### src/rtl/core/xctu_pkg.sv
package xctu_pkg;

	// Byte and register widths fixed by the field formats
	localparam int DATA_W    = 8;
	localparam int REG_W     = 24;
	localparam int OPERAND_W = 32;

	// x86 near CALL and JMP opcodes
	localparam logic [DATA_W-1:0] OPC_CALL = 8'hE8;
	localparam logic [DATA_W-1:0] OPC_JMP  = 8'hE9;

	// Opcode plus its four operand bytes
	localparam int OPERAND_BYTES = 4;
	localparam int CALL_SPAN     = 5;
	localparam int MAX_RES       = 5;
	localparam int CNT_W         = 3;

	// Result queue between the step logic and the output port
	localparam int QDEPTH = 8;
	localparam int QPTR_W = 3;
	localparam int QCNT_W = 4;

	// Configuration port
	localparam int CFG_IDX_W = 8;

	typedef enum logic [CFG_IDX_W-1:0] {
		REG_REGION_LEN  = 8'd0,
		REG_CALL_BUDGET = 8'd1,
		REG_BIG_ENDIAN  = 8'd2,
		REG_CALL_KEY    = 8'd3
	} cfg_reg_t;

	typedef enum logic [1:0] {
		PH_SCAN    = 2'b01,
		PH_COLLECT = 2'b10
	} phase_t;

	typedef struct packed {
		logic [REG_W-1:0]  region_length;
		logic [REG_W-1:0]  call_budget;
		logic              big_endian_mode;
		logic [DATA_W-1:0] call_key;
	} cfg_t;

	// Bytes released by one input byte, count of them valid from index 0
	typedef struct packed {
		logic [CNT_W-1:0]                count;
		logic [MAX_RES-1:0][DATA_W-1:0] bytes;
	} res_t;

endpackage

### src/rtl/core/xctu_core.sv
module xctu_core import xctu_pkg::*; #(
	parameter int OFFSET_BITS = 24
) (
	input  logic              clk,
	input  logic              arst_n,
	input  logic              fire,
	input  logic [DATA_W-1:0] data_byte,
	input  logic              is_final,
	input  cfg_t              cfg,
	output res_t              res
);

	localparam int CW = ((OFFSET_BITS > REG_W) ? OFFSET_BITS : REG_W) + 1;

	logic [OFFSET_BITS-1:0] byte_offset_q, byte_offset_n;
	logic [REG_W-1:0]       calls_left_q, calls_left_n;
	phase_t                 phase_q, phase_n;
	logic [DATA_W-1:0]      held_opcode_q, held_opcode_n;
	logic [OPERAND_W-1:0]   operand_collect_q, operand_collect_n;
	logic [CNT_W-1:0]       operand_count_q, operand_count_n;
	logic [OFFSET_BITS-1:0] opcode_offset_q, opcode_offset_n;

	logic [REG_W-1:0]     calls_eff;
	logic [OPERAND_W-1:0] collect_upd;
	logic [CNT_W-1:0]     count_inc;
	logic [CW-1:0]        off_ext;
	logic                 off_sat;
	logic                 in_window;
	logic                 is_opcode;
	logic                 start_call;
	logic                 keyed_miss;
	logic [OPERAND_W-1:0] target;
	logic [OPERAND_W-1:0] new_operand;

	// Shared decode of the arriving byte
	always_comb begin
		calls_eff = (byte_offset_q == '0) ? cfg.call_budget : calls_left_q;
		collect_upd = operand_collect_q;
		collect_upd[DATA_W*operand_count_q[1:0] +: DATA_W] = data_byte;
		count_inc = operand_count_q + CNT_W'(1);
		off_ext = CW'(byte_offset_q);
		off_sat = &byte_offset_q;
		in_window = !off_sat && ((off_ext + CW'(CALL_SPAN)) < CW'(cfg.region_length));
		is_opcode = (data_byte == OPC_CALL) || (data_byte == OPC_JMP);
		start_call = is_opcode && in_window && (calls_eff != '0) && !is_final;
		keyed_miss = (operand_count_q == '0) && !cfg.big_endian_mode &&
			(data_byte != cfg.call_key);
		if (cfg.big_endian_mode) begin
			target = {collect_upd[7:0], collect_upd[15:8],
				collect_upd[23:16], collect_upd[31:24]};
		end else begin
			target = {8'h00, collect_upd[15:8], collect_upd[23:16], collect_upd[31:24]};
		end
		new_operand = target - OPERAND_W'(opcode_offset_q) - OPERAND_W'(1);
	end

	// Step: next state and released bytes
	always_comb begin
		byte_offset_n     = byte_offset_q;
		calls_left_n      = calls_left_q;
		phase_n           = phase_q;
		held_opcode_n     = held_opcode_q;
		operand_collect_n = operand_collect_q;
		operand_count_n   = operand_count_q;
		opcode_offset_n   = opcode_offset_q;
		res.count         = '0;
		res.bytes         = '0;
		if (fire) begin
			calls_left_n = calls_eff;
			if (phase_q == PH_COLLECT && keyed_miss) begin
				// Release the opcode, rescan this byte as a fresh one
				res.bytes[0] = held_opcode_q;
				phase_n = PH_SCAN;
				if (start_call) begin
					res.count = CNT_W'(1);
					phase_n = PH_COLLECT;
					held_opcode_n = data_byte;
					opcode_offset_n = byte_offset_q;
					operand_collect_n = '0;
					operand_count_n = '0;
				end else begin
					res.bytes[1] = data_byte;
					res.count = CNT_W'(2);
				end
			end else if (phase_q == PH_COLLECT) begin
				operand_collect_n = collect_upd;
				operand_count_n = count_inc;
				if (count_inc == CNT_W'(OPERAND_BYTES)) begin
					// Operand complete: rewrite it little-endian
					res.bytes[0] = held_opcode_q;
					res.bytes[1] = new_operand[7:0];
					res.bytes[2] = new_operand[15:8];
					res.bytes[3] = new_operand[23:16];
					res.bytes[4] = new_operand[31:24];
					res.count = CNT_W'(MAX_RES);
					calls_left_n = calls_eff - REG_W'(1);
					phase_n = PH_SCAN;
					operand_count_n = '0;
				end else if (is_final) begin
					// Region ends mid-operand: release everything unchanged
					res.bytes[0] = held_opcode_q;
					res.bytes[1] = collect_upd[7:0];
					res.bytes[2] = collect_upd[15:8];
					res.bytes[3] = collect_upd[23:16];
					res.count = count_inc + CNT_W'(1);
					phase_n = PH_SCAN;
					operand_count_n = '0;
				end
			end else if (start_call) begin
				// Hold the opcode until its operand is in
				phase_n = PH_COLLECT;
				held_opcode_n = data_byte;
				opcode_offset_n = byte_offset_q;
				operand_collect_n = '0;
				operand_count_n = '0;
			end else begin
				res.bytes[0] = data_byte;
				res.count = CNT_W'(1);
			end
			// Advance or restart the offset
			if (is_final) begin
				byte_offset_n = '0;
				phase_n = PH_SCAN;
				operand_count_n = '0;
			end else if (!off_sat) begin
				byte_offset_n = byte_offset_q + OFFSET_BITS'(1);
			end
		end
	end

	always_ff @(posedge clk or negedge arst_n) begin
		if (!arst_n) begin
			byte_offset_q     <= '0;
			calls_left_q      <= '0;
			phase_q           <= PH_SCAN;
			held_opcode_q     <= '0;
			operand_collect_q <= '0;
			operand_count_q   <= '0;
			opcode_offset_q   <= '0;
		end else begin
			byte_offset_q     <= byte_offset_n;
			calls_left_q      <= calls_left_n;
			phase_q           <= phase_n;
			held_opcode_q     <= held_opcode_n;
			operand_collect_q <= operand_collect_n;
			operand_count_q   <= operand_count_n;
			opcode_offset_q   <= opcode_offset_n;
		end
	end

	// A held operand never reaches four bytes
	a_count_bound: assert property (@(posedge clk) disable iff (!arst_n)
		operand_count_q < CNT_W'(OPERAND_BYTES))
		else $error("operand count out of range");

	// The end of a region always restarts the scan at offset zero
	a_final_restart: assert property (@(posedge clk) disable iff (!arst_n)
		fire && is_final |=> phase_q == PH_SCAN && byte_offset_q == '0)
		else $error("region end did not restart scan");

	// Scanning never leaves operand bytes counted
	a_scan_clean: assert property (@(posedge clk) disable iff (!arst_n)
		phase_q == PH_SCAN |-> operand_count_q == '0)
		else $error("stale operand count while scanning");

endmodule

### src/rtl/core/xctu_obuf.sv
module xctu_obuf import xctu_pkg::*; (
	input  logic              clk,
	input  logic              arst_n,
	input  res_t              res,
	output logic              room,
	output logic              tvalid,
	input  logic              tready,
	output logic [DATA_W-1:0] tdata,
	output logic              tlast
);

	typedef struct packed {
		logic              last;
		logic [DATA_W-1:0] data;
	} entry_t;

	entry_t              mem_q [QDEPTH];
	logic [QPTR_W-1:0]   wr_ptr_q;
	logic [QPTR_W-1:0]   rd_ptr_q;
	logic [QCNT_W-1:0]   count_q;
	logic                pop;

	assign pop    = tvalid && tready;
	assign tvalid = (count_q != '0);
	assign tdata  = mem_q[rd_ptr_q].data;
	assign tlast  = mem_q[rd_ptr_q].last;
	// Leave space for a full call burst
	assign room   = (count_q <= QCNT_W'(QDEPTH - MAX_RES));

	// Write the released bytes in order, mark the last of the run
	always_ff @(posedge clk) begin
		for (int i = 0; i < MAX_RES; i++) begin
			if (CNT_W'(i) < res.count) begin
				mem_q[wr_ptr_q + QPTR_W'(i)] <= '{
					last: (CNT_W'(i) == res.count - CNT_W'(1)),
					data: res.bytes[i]
				};
			end
		end
	end

	always_ff @(posedge clk or negedge arst_n) begin
		if (!arst_n) begin
			wr_ptr_q <= '0;
			rd_ptr_q <= '0;
			count_q  <= '0;
		end else begin
			wr_ptr_q <= wr_ptr_q + QPTR_W'(res.count);
			if (pop) begin
				rd_ptr_q <= rd_ptr_q + QPTR_W'(1);
			end
			count_q <= count_q + QCNT_W'(res.count) - QCNT_W'(pop);
		end
	end

	// Occupancy never passes the queue depth
	a_no_overflow: assert property (@(posedge clk) disable iff (!arst_n)
		count_q <= QCNT_W'(QDEPTH))
		else $error("result queue overflow");

	// Bytes arrive only when a full burst fits
	a_push_room: assert property (@(posedge clk) disable iff (!arst_n)
		res.count != '0 |-> room)
		else $error("push without room");

	// Occupancy and pointers stay consistent
	a_ptr_track: assert property (@(posedge clk) disable iff (!arst_n)
		QPTR_W'(count_q) == wr_ptr_q - rd_ptr_q)
		else $error("queue pointers disagree with count");

endmodule

### src/rtl/core/x86_call_target_unfilter_unit.sv
// x86 CALL/JMP target unfilter. Bytes of a code region enter on s_axis, one per
// transaction, tlast on the final byte of the region; the restored bytes leave
// on m_axis in the same order, tlast on the last byte released by each input
// byte. An E8/E9 opcode inside the region window is held with its operand
// bytes and released as five bytes once the fourth operand byte arrives, so
// nothing comes out for those four input bytes. The unit takes one byte per
// cycle while the queue has room: the byte is registered, the step logic
// (window compare and a 32-bit subtract) pushes up to five bytes into an 8-entry
// result queue, and input is taken while the queue holds at most three bytes.
// Each byte passes the input register and the result queue. Write the four
// registers through the cfg port only while the stream is idle; the offset
// counter restarts after each tlast.
module x86_call_target_unfilter_unit import xctu_pkg::*; #(
	parameter int OFFSET_BITS = 24
) (
	input  logic                 clk,
	input  logic                 arst_n,
	// Code region in
	input  logic                 s_axis_tvalid,
	output logic                 s_axis_tready,
	input  logic [DATA_W-1:0]    s_axis_tdata,   // [7:0] data_byte
	input  logic                 s_axis_tlast,   // is_final
	// Restored bytes out
	output logic                 m_axis_tvalid,
	input  logic                 m_axis_tready,
	output logic [DATA_W-1:0]    m_axis_tdata,   // [7:0] out_byte
	output logic                 m_axis_tlast,   // out_last
	// Register writes
	input  logic                 cfg_valid,
	output logic                 cfg_ready,
	input  logic [CFG_IDX_W-1:0] cfg_index,
	input  logic [REG_W-1:0]     cfg_data
);

	cfg_t              cfg_q;
	logic              valid_s1;
	logic [DATA_W-1:0] data_s1;
	logic              final_s1;
	logic              room;
	logic              fire;
	res_t              res;

	assign cfg_ready     = 1'b1;
	assign fire          = valid_s1 && room;
	assign s_axis_tready = !valid_s1 || room;

	// Register writes
	always_ff @(posedge clk or negedge arst_n) begin
		if (!arst_n) begin
			cfg_q.region_length   <= '0;
			cfg_q.call_budget     <= '0;
			cfg_q.big_endian_mode <= 1'b1;
			cfg_q.call_key        <= '0;
		end else if (cfg_valid && cfg_ready) begin
			unique case (cfg_index)
				REG_REGION_LEN:  cfg_q.region_length   <= cfg_data;
				REG_CALL_BUDGET: cfg_q.call_budget     <= cfg_data;
				REG_BIG_ENDIAN:  cfg_q.big_endian_mode <= cfg_data[0];
				REG_CALL_KEY:    cfg_q.call_key        <= cfg_data[DATA_W-1:0];
				default: ;
			endcase
		end
	end

	// Input register: load on a transaction, drop once processed
	always_ff @(posedge clk or negedge arst_n) begin
		if (!arst_n) begin
			valid_s1 <= 1'b0;
		end else if (s_axis_tvalid && s_axis_tready) begin
			valid_s1 <= 1'b1;
		end else if (fire) begin
			valid_s1 <= 1'b0;
		end
	end

	always_ff @(posedge clk) begin
		if (s_axis_tvalid && s_axis_tready) begin
			data_s1  <= s_axis_tdata;
			final_s1 <= s_axis_tlast;
		end
	end

	xctu_core #(
		.OFFSET_BITS(OFFSET_BITS)
	) u_core (
		.clk       (clk),
		.arst_n    (arst_n),
		.fire      (fire),
		.data_byte (data_s1),
		.is_final  (final_s1),
		.cfg       (cfg_q),
		.res       (res)
	);

	xctu_obuf u_obuf (
		.clk    (clk),
		.arst_n (arst_n),
		.res    (res),
		.room   (room),
		.tvalid (m_axis_tvalid),
		.tready (m_axis_tready),
		.tdata  (m_axis_tdata),
		.tlast  (m_axis_tlast)
	);

	// A held byte is processed as soon as the queue has room
	a_no_stall: assert property (@(posedge clk) disable iff (!arst_n)
		valid_s1 && room |=> !valid_s1 || $past(s_axis_tvalid && s_axis_tready))
		else $error("held byte not processed");

endmodule

### config.mk
export PLATFORM = sky130hd
export DESIGN_NAME = x86_call_target_unfilter_unit
export DESIGN_NICKNAME = d
export VERILOG_FILES = /design/src/rtl/core/xctu_pkg.sv /design/src/rtl/core/xctu_core.sv /design/src/rtl/core/xctu_obuf.sv /design/src/rtl/core/x86_call_target_unfilter_unit.sv
export SDC_FILE = /design/constraint.sdc
export NUM_CORES = 1
export LEC_CHECK = 0
export CAP_MARGIN = 20
export CORE_ASPECT_RATIO = 0.9
export CORE_MARGIN = 3
export CORE_UTILIZATION = 47
export CTS_BUF_LIST = sky130_fd_sc_hd__clkbuf_2
export DETAILED_ROUTE_END_ITERATION = 8
export DONT_BUFFER_PORTS = 1
export PLACE_DENSITY = 0.69
export SLEW_MARGIN = 20
export SYNTH_ARGS = -nofsm -noshare
export SYNTH_HDL_FRONTEND = slang
export SYNTH_SLANG_ARGS = --single-unit
### constraint.sdc
create_clock -name clk -period 9.5 [get_ports clk]
set_input_delay 0.95 -clock clk [delete_from_list [all_inputs] [get_ports clk]]
set_output_delay 0.95 -clock clk [all_outputs]
set_load 0.01 [all_outputs]
Word level (Yosys, flattened, before mapping)
Memories as Yosys holds them, arrays and structs flattened.
Cells that the tools add are included.
{"block": "totals", "inputBits": 46, "wordCells": 146, "out_inout_bits": 12, "reg_bits": 194, "mem_count": 1, "ramBits": 72}
{"name": "u_obuf.mem_q", "words": 8, "width": 9, "rd": 1, "rd_ports_with_merged_regs": 0, "write_ports": 5, "line": "xctu_obuf.sv:17", "rtl": "entry_t mem_q [QDEPTH];"}
{"block": "op_classes", "n_shift": 2, "reduce_logical": 32, "n_addsub": 17, "n_eq_ne": 15, "mux": 55, "order_cmp": 7}
{"operator": "$mux 24", "count": 10}
{"operator": "$mux 32", "count": 7}
{"operator": "$mux 8", "count": 6}
{"operator": "$mux 43", "count": 1}
{"operator": "$neg 5->34", "count": 1}
{"operator": "$shift 8x34->32 const A", "count": 1}
{"operator": "$shiftx 8x34->32", "count": 1}
{"operator": "$bwmux 32", "count": 1}
{"operator": "$sub 32x1->32 const B", "count": 1}
{"operator": "$sub 32x24->32", "count": 1}
{"operator": "$mux 3", "count": 9}
{"operator": "$add 24x3->25 const B", "count": 1}
{"operator": "$lt 25x24->1", "count": 1}
{"operator": "$add 24x1->24 const B", "count": 1}
{"operator": "$logic_not 24->1", "count": 1}
{"operator": "$reduce_and 24->1", "count": 1}
{"operator": "$reduce_bool 24->1", "count": 1}
{"operator": "$sub 24x1->24 const B", "count": 1}
{"operator": "$eq 8x2->1 const B", "count": 2}
{"operator": "$eq 8x8->1 const B", "count": 2}
{"operator": "$mux 16", "count": 1}
{"operator": "$mux 2", "count": 7}
{"operator": "$mux 1", "count": 13}
{"operator": "$add 3x1->3 const B", "count": 4}
{"operator": "other kinds (28)", "count": 53}

Logic depth before layout (Yosys ltp)
Gate-level depths: netlist of run 1.
{"block": "depth", "depth_word": 13, "depth_mapped": 24, "ltp_nobuf": 19}

By module
A second synthesis of run 1 with hierarchy kept.
{"block": "hier_totals", "cells_unflattened": 2086, "area_unflattened_um2": 19286.0}
{"module": "xctu_core", "instances": 1, "cells_per_inst": 1296, "area_each_um2": 10174.8, "seq_area_each_um2": 2929.1}
{"module": "xctu_obuf", "instances": 1, "cells_per_inst": 649, "area_each_um2": 6470.0, "seq_area_each_um2": 2412.3}
{"module": "x86_call_target_unfilter_unit", "instances": 1, "cells_per_inst": 141, "area_each_um2": 2641.3, "seq_area_each_um2": 1722.9}

Least setup slack after synthesis of run 1
OpenSTA, ideal clock, no wires.
{"block": "synth_timing", "kind": "reg2reg", "from": "reg u_core.byte_offset_q[0]", "to": "reg u_obuf.count_q[3]", "path_stages_with_launch": 25, "arrival_time_ps": 4770, "slack_ps": 4606, "setup_time_ps": 124, "required_time_ps": 9376, "period_less_slack_ps": 4894, "n_path_buf": 5, "path_cell_list": "dfrtp_1 > inv_1 > ha_1 > nor4b_2 > nand4_1 > clkbuf_1 > nor2_1 > buf_2 > buf_1 > clkbuf_1 > mux2i_1 > ha_1 > nor3b_1 > nand4_1 > nor4_1 > or4b_4 > a21o_1 > buf_6 > a22oi_1 > ha_1 > inv_1 > ha_1 > a21o_1 > a21oi_1 > xnor2_1"}
{"block": "synth_via", "elab_chain_cells": 12, "elab_cells_between_ends": 18, "cone_classes": "add/sub: 3; order compare: 1; mux: 6; reduce/logical: 8"}
{"element": "from (decl)", "line": "xctu_core.sv:15", "rtl": "logic [OFFSET_BITS-1:0] byte_offset_q, byte_offset_n;"}
{"element": "from (signal assigned)", "line": "xctu_core.sv:141", "rtl": "byte_offset_q <= byte_offset_n;"}
{"element": "$add 24x3->25 / $reduce_and 24->1 (equally long branches)", "line": "xctu_core.sv:43, xctu_core.sv:42"}
{"element": "$lt 25x24->1 / $logic_not 1->1 (equally long branches)", "line": "xctu_core.sv:43", "rtl": "in_window = !off_sat && ((off_ext + CW'(CALL_SPAN)) < CW'(cfg.region_length));"}
{"element": "$logic_and 1x1->1", "line": "xctu_core.sv:43"}
{"element": "$logic_and 1x1->1", "line": "xctu_core.sv:45", "rtl": "start_call = is_opcode && in_window && (calls_eff != '0) && !is_final;"}
{"element": "$logic_and 1x1->1 * (2 in a row)", "line": "xctu_core.sv:45"}
{"element": "$mux 1", "line": "xctu_core.sv:109", "rtl": "end else if (start_call) begin"}
{"element": "$mux 3", "line": "xctu_core.sv:85", "rtl": "end else if (phase_q == PH_COLLECT) begin"}
{"element": "$mux 3 *", "line": "xctu_core.sv:70", "rtl": "if (phase_q == PH_COLLECT && keyed_miss) begin"}
{"element": "$mux 43 *", "line": "xctu_core.sv:68", "rtl": "if (fire) begin"}
{"element": "$add 4x3->4 *", "line": "xctu_obuf.sv:52", "rtl": "count_q <= count_q + QCNT_W'(res.count) - QCNT_W'(pop);"}
{"element": "$sub 4x1->4 *", "line": "xctu_obuf.sv:52"}
{"element": "to (signal assigned)", "line": "xctu_obuf.sv:52"}
{"element": "to (decl)", "line": "xctu_obuf.sv:20", "rtl": "logic [QCNT_W-1:0] count_q;"}
Every way passes the cells marked *; elsewhere a longest branch is shown, timed or not.
A chain may end at the register's enable or synchronous reset.

==> results.ini, run 1 <==
[sta]
worstMarginPinSlew_ns=1.25
finalCriticalPeriod_ns=6.61
clock_skew_ns=0.168
setup_tns_ns=0
max_freq_mhz=151
period_share_pct=69.5
finalSetupViolCount=0
final-max-slew-violation-count=0
slew_headroom_pct=16.7
hold_viol_final=0
rsz0062_at_grt=false

[logic_synthesis]
synth_top_family_by_area=compound AO/OA/AOI/OAI gates
synth_edf_count=81
synth_area_leader_cell=dfrtp_1
synthesis.instances=2165
synth_flop_cell=dfrtp_1
yosysSeqAreaShare_pct=37.1
synth_xor_area_share_pct=3.45
synth-adder-area-share_pct=4.78
ys_types=101
yosys.area.top_type_share_pct=24.0
syn_avg_cell_area_um2=8.80
synth_compound_area_share_pct=22.7
syn_nets=2282
netlist_area_um2=19000
synthSimpleGateAreaFrac_pct=19.7
async_flop_share_pct=69.5
synth-seq-cells=266
yosys_warnings=0
synthTopCellsByArea=dfrtp_1, edfxtp_1, nand2_1
synthMuxAreaShare_pct=7.50

[cts]
cts_made_buffers=74
cts_buffer_depth=3
clk_latency_ns=1.14
htreeDepth=3
path_clk_slew_ns=0.11
cts_sinks=266
cts_tree=built
post_cts_resize_count=0
cts_root_buffer=clkbuf_2

[worst_setup_path]
cp-end-kind=register
critical-path-slowest-cell=a2111oi_0
critPathMaxFanout=18
worstPathCellList=inv_1 -> ha_1 -> nor4b_2 -> nand4_1 -> nor2_2 -> mux2i_1 -> ha_1 -> nand4b_1 -> a2111oi_0 -> or4b_4 -> a21o_1 -> a31oi_1 -> nor2_1 -> a21oi_1 -> a221oi_1
required_ns=10.26
crit_family=simple AND/OR/NAND/NOR gates
slowest_delay_ns=0.86
path_class=register to register
critPathBufInv=1
crit_top_cell=ha_1
critPathLaunchType=register
cp.arrival_ns=7.36

[routing]
route.top_layer_used=met5
wl_per_cell_um=27.1
drt-pass1-iter-count=6
m1WireLength_um=32000
routed_wl_um=75400
wl_met2_um=30200
via_count=18800
dr_wl_met3_um=10300
avgViaCountPerCell=6.74
drc=0
ant_nets=0
first_iter_violations=2824

[placed_design]
place_area_um2=19500
io_buffers=0
dp_hpwl_um=55000
gp_congestion=1.05

[layout]
stdcell_area_um2=20600
fillers=3791
area_delta_synth_final_pct=8.18
final_core_util_pct=51.9
drive_gt1_share_pct=12.6
final_nets=2311

[floorplan]
core_area_um2=39700
die_area_um2=43000
ios=58
start_util_pct=48.0
dieWidth_um=218
rows=69
die_y_um=197

[power]
swShare_pct=44.5
powerDensity_nw_per_um2=202
seqPwrFrac_pct=38.0
ir_drop_v=0.000171
p_leak_nw=8.79
p_comb_share_pct=41.1
clkPwrFrac_pct=20.9
p_sw_mw=1.85
p_int_mw=2.31

[global_routing]
grt_remaining_overflow=0
grt_max_degree=186
antenna_found_initial=5
grt_usage_pct=34.8
grt_pass1_wl_um=112000
grt_pass1_vias=17400

[run_status]
outcome=completed

[job]
drv_cap=0

[hold_path]
hold_class=primary input to register

cell usage in the layout, fill, tap and decap left out, drive strengths merged, types with 14 or more instances in the layout:
master,count
o21ai,176
o221ai,15
dlygate4sd3,34
a22oi,17
mux2,57
xor2,39
and3,28
a31oi,34
o211ai,23
buf,35
nand3,71
nor2,199
nand2b,16
or3,30
inv,115
o22ai,21
a21o,22
nand4,20
nor4,27
nor2b,33
clkbuf,112
xnor2,36
nor3,68
a22o,22
a211oi,35
edfxtp,81
a21oi,115
mux4,18
o21a,16
ha,68
clkinv,14
mux2i,38
a221oi,27
nand2,234
dfrtp,183
synth_stat cells, drive strengths merged (15+ instances only):
cell / count
nor3: 68
a22oi: 17
mux2i: 38
nand3: 71
nor4: 27
nor2b: 33
a221oi: 27
or3: 30
a21oi: 115
a22o: 22
dfrtp: 183
nor2: 199
clkbuf: 84
o211ai: 23
xor2: 39
o21a: 16
buf: 32
a211oi: 35
mux2: 57
a21o: 22
xnor2: 36
mux4: 18
a31oi: 34
inv: 111
and3: 28
nand4: 20
nand2b: 16
o22ai: 21
o221ai: 15
o21ai: 176
nand2: 234
edfxtp: 81
ha: 68
through the flow:
stage	hold slack, ns	instances	power, mW	setup slack, ns
after floorplan	0.425	2165	2.69	4.61
after global placement	0.446	2610	3.20	3.44
after detailed placement	0.454	2612	3.21	3.34
after CTS	0.00725	2778	4.12	3.31
after global routing	-0.00553	2785	4.38	2.75
final	0.0676	2785	4.16	2.89
area by class of cell:
cell class              instances  area, um2  share of cell area (%)
inverters                     112        420                    2.04
repair buffers                 69        631                    3.06
flip-flops and latches        266       7070                    34.3
multi-input cells            1671      11100                    54.0
clock inverters                20        118                   0.571
well taps                     532        666                    3.23
clock buffers                 112        561                    2.72
diodes                          3       7.51                  0.0364
worst reg2reg max path, delay by kind of cell (launching register included):
kind	cells	cell delay [ns]
AND/OR/NAND/NOR	6	2.50
multiplexers	1	0.36
buffers and inverters	1	0.13
flip-flops	1	0.44
adder cells (fa/ha/maj)	2	0.46
AO/OA/AOI/OAI	5	2.46
what timing repair did:
action / 4_1_cts / 5_1_grt
buffers inserted: 0 / 0
endpoints found under the hold margin: 227 / 1
hold buffers: 34 / 1
kinds of logic after synthesis:
kind of cell / count (synthesis)
and+or+nand+nor: 776
AOI/OAI and AO/OA: 635
DFF: 266
buffers and inverters: 228
muxes: 113
xor gates and xnor gates: 75
adders and majority gates: 71
other: 1
power groups by stage:
stage          Sequential [mW]  Clock [mW]  Combinational, mW
4_1_cts                   1.58       0.887               1.65
6_report                  1.58       0.870               1.71
5_1_grt                   1.60       0.950               1.83
3_5_place_dp              1.60           0               1.61
2_1_floorplan             1.46           0               1.23
3_3_place_gp              1.60           0               1.60
sequential cells by signal, indices dropped and copies added (netlist names):
name and count:
cfg_q 57, data_s1 8, final_s1 1, u_core.byte_offset_q 24, u_core.calls_left_q 24, u_core.held_opcode_q 8, u_core.opcode_offset_q 24, u_core.operand_collect_q 32
u_core.operand_count_q 3, u_core.phase_q 2, u_obuf.count_q 4, u_obuf.mem_q 72, u_obuf.rd_ptr_q 3, u_obuf.wr_ptr_q 3, valid_s1 1
final timing paths:
path                                               endpoint  cells past startpoint                     from  slack [ns]
max in group asynchronous                u_obuf.rd_ptr_q[0]                      2                   arst_n        8.05
worst min-delay path                              cfg_q[47]                      2             cfg_data[14]        0.07
worst max register to register           u_obuf.mem_q[5][0]                     15  u_core.byte_offset_q[0]        2.89
worst min register to register      u_core.held_opcode_q[7]                      1  u_core.held_opcode_q[7]        0.47
worst max-delay path                     u_obuf.mem_q[5][0]                     15  u_core.byte_offset_q[0]        2.89
min in group asynchronous       u_core.operand_collect_q[6]                      2                   arst_n        0.59
metal layers:
layer | vias up | GRT usage [%]
met5 | - | 0
met4 | 4 | 11.7
met3 | 220 | 13.3
met2 | 1302 | 47.3
met1 | 9074 | 50.6
li1 | 8167 | -
(Power assumes the default switching activity.)
==> inputs of run 2 (changes only) <==
--- a/config.mk
+++ b/config.mk
@@ -5,6 +5,7 @@
 export SDC_FILE = /design/constraint.sdc
 export NUM_CORES = 1
 export LEC_CHECK = 0
+export ABC_AREA = 1
 export CAP_MARGIN = 20
 export CORE_ASPECT_RATIO = 0.9
 export CORE_MARGIN = 3
@@ -12,7 +13,7 @@
 export CTS_BUF_LIST = sky130_fd_sc_hd__clkbuf_2
 export DETAILED_ROUTE_END_ITERATION = 8
 export DONT_BUFFER_PORTS = 1
-export PLACE_DENSITY = 0.69
+export PLACE_DENSITY = 0.71
 export SLEW_MARGIN = 20
 export SYNTH_ARGS = -nofsm -noshare
 export SYNTH_HDL_FRONTEND = slang
==> constraint.sdc (replaced) <==
create_clock -name clk -period 5.3 [get_ports clk]
set_input_delay 0.53 -clock clk [delete_from_list [all_inputs] [get_ports clk]]
set_output_delay 0.53 -clock clk [all_outputs]
set_load 0.01 [all_outputs]
==> run 2 against run 1 <==
Sequential share of layout area fell by 2.5 points. Clock power up 91%. Final cell count up 33%. Hold slack gained 0.039 ns. Non-clock buffer count increased by 76. Global-route usage hardly changed. Critical endpoint is now u_obuf.mem_q[3][0].
==> results.ini, run 2 <==
[logic_synthesis]
synthesis.instances=2968
yosysMostFrequentCell=nand2_1
netlist_area_um2=20000
yosysSeqAreaShare_pct=35.3
synthTopCellsByCount=nand2_1, inv_1, nor2_1
async_flop_share_pct=69.5
synthTopCellsByArea=dfrtp_1, nand2_1, edfxtp_1
yosys.area.top_type_share_pct=22.9
ys_types=63
syn_nets=3085
synth_flop_cell=dfrtp_1
synth_area_leader_cell=dfrtp_1
syn_avg_cell_area_um2=6.74
synth_edf_count=81
yosys_warnings=0
synth-seq-cells=266

[layout]
final_cell_mix=nand2_1, inv_1, nor2_1, o21ai_0, nand3_1
drive_gt1_share_pct=9.89
mostFrequentLayoutCell=nand2_1
area_delta_synth_final_pct=11.1
reg_top3=u_obuf.mem_q: 72 flops, cfg_q: 57 flops, u_core.operand_collect_q: 32 flops
largest_register_ffs=72
regMostFlops=u_obuf.mem_q
final_nets=3208
fillers=4209
stdcell_area_um2=22200

[floorplan]
die_y_um=202
start_util_pct=47.7
rows=71
dieWidth_um=224
core_area_um2=41900
die_area_um2=45100
ios=58

[hold_path]
hold_class=primary input to register

[placed_design]
dp_hpwl_um=60400
post-place-ws_ns=0.523
io_buffers=0
place_area_um2=21000
gp_congestion=1.07

[routing]
wl_per_cell_um=21.4
first_iter_violations=2753
drt-pass1-iter-count=8
via_count=21200
avgViaCountPerCell=5.74
ant_nets=0
drc=0
routed_wl_um=79300

[worst_setup_path]
critPathMaxFanout=10
cp-end-kind=register
critPathBufInv=5
cp.arrival_ns=5.72
path_class=register to register
critPathLaunchType=register
worstPathCellList=inv_1 -> ha_1 -> buf_4 -> nor2_1 -> inv_1 -> o22ai_1 -> ha_1 -> a21oi_1 -> o21ai_0 -> a21oi_1 -> nor2_1 -> nor2_1 -> o21ai_0 -> a21oi_1 -> nor2_1 -> o21ai_1 -> buf_4 -> nand2_1 -> nand2_1 -> inv_1 -> nand2_1 -> nand2_1
required_ns=6.03
crit_family=compound AO/OA/AOI/OAI gates
critical-path-slowest-cell=dfrtp_1
slowest_delay_ns=0.46

[cts]
cts_root_buffer=clkbuf_2
post_cts_buffers=0
path_clk_slew_ns=0.11
cts_sinks=266
cts_tree=built
cts_made_buffers=71
htreeDepth=3
clk_latency_ns=1.10
cts_buffer_depth=3

[sta]
max_freq_mhz=200
hold_slack_ns=0.106
finalCriticalPeriod_ns=4.99
setup_slack_ns=0.308
period_share_pct=94.2
rsz0062_at_grt=false
setup_tns_ns=0
hold_viol_final=0
final-max-slew-violation-count=0
clock_skew_ns=0.108
worstMarginPinSlew_ns=1.21
slew_headroom_pct=18.7
finalSetupViolCount=0

[global_routing]
antenna_found_initial=7
grt_remaining_overflow=0
grt_usage_pct=34.8
grt_max_degree=186
grt_pass1_vias=19800
grt_pass1_wl_um=120000

[run_status]
outcome=completed

[power]
p_leak_nw=11.4
powerDensity_nw_per_um2=357
ir_drop_v=0.000299

[job]
drv_cap=0

==> run 2: cell count changes in the layout (fill, tap and decap cells not counted), moves of 33 or more <==
| cell | previous run | this run |
|---|---|---|
| nand2_1 | 233 | 880 |
| inv_1 | 110 | 405 |
| nand3_1 | 71 | 221 |
| o21ai_0 | 162 | 237 |
| nor2_1 | 198 | 269 |
| buf_4 | 33 | 90 |
| mux2_2 | 57 | 0 |
| nand2_2 | 1 | 40 |
| mux2i_1 | 38 | 0 |
| nand4_1 | 20 | 55 |
| nor2b_1 | 33 | 0 |
==> run 2: cell families after synthesis <==
family / count (synthesis) / synth area share (%)
AND/OR/NAND/NOR: 1575 / 33.7
buffers and inverters: 523 / 10.6
AO/OA/AOI/OAI: 465 / 12.9
flip-flops: 266 / 35.3
adder cells (fa/ha/maj): 71 / 4.55
XOR/XNOR: 67 / 2.93
other: 1 / 0.0187
==> run 2: what timing repair did <==
action                                  4_1_cts  5_1_grt
endpoints found under the setup margin        0       34
hold buffers                                 51        0
endpoints found under the hold margin       264        0
resized for setup                             0        2
==> run 2: cell type report <==
cell class / count / area, um2 / area share, %
clock buffers: 101 / 505 / 2.27
multi-input cells: 2179 / 10900 / 48.8
flip-flops and latches: 266 / 7070 / 31.8
diodes: 3 / 7.51 / 0.0338
repair buffers: 145 / 1280 / 5.78
inverters: 428 / 1610 / 7.24
clock inverters: 27 / 216 / 0.974
well taps: 547 / 684 / 3.08
==> run 2: power breakdown <==
part           leakage [nW]  internal (mW)  total, mW  switching (mW)
clock                 0.532          0.713       1.66           0.951
sequential             3.28           2.42       2.68           0.261
combinational          7.57           1.03       3.58            2.54
total                  11.4           4.17       7.92            3.75
==> run 2: per-stage QoR <==
stage,std cells,power (mW),utilization (%)
final,3696,7.92,53.0
after floorplan,2968,4.94,-
after detailed placement,3514,6.09,50.0
after CTS,3693,7.82,53.0
after global routing,3696,8.45,53.0
after global placement,3514,6.05,50.0
==> run 2: final timing paths <==
path	start	to	slack, ns	depth (start not counted)
worst max-delay path	u_core.operand_count_q[0]	u_obuf.mem_q[3][0]	0.31	22
worst min-delay path	s_axis_tdata[3]	data_s1[3]	0.11	1
worst max register to register	u_core.operand_count_q[0]	u_obuf.mem_q[3][0]	0.31	22
worst min register to register	u_core.held_opcode_q[3]	u_core.held_opcode_q[3]	0.46	2
max in group asynchronous	arst_n	cfg_q[14]	4.24	2
min in group asynchronous	arst_n	u_core.operand_collect_q[24]	0.24	2
==> run 2: layer usage <==
metal  global-route usage [%]  up-vias  part of all wire (%)
met5                        0        -                 0.016
met4                     11.9        2                   3.5
met3                     11.2      184                    13
met2                     48.8     1288                    40
met1                     50.4     9854                    44
li1                         -     9895                     -
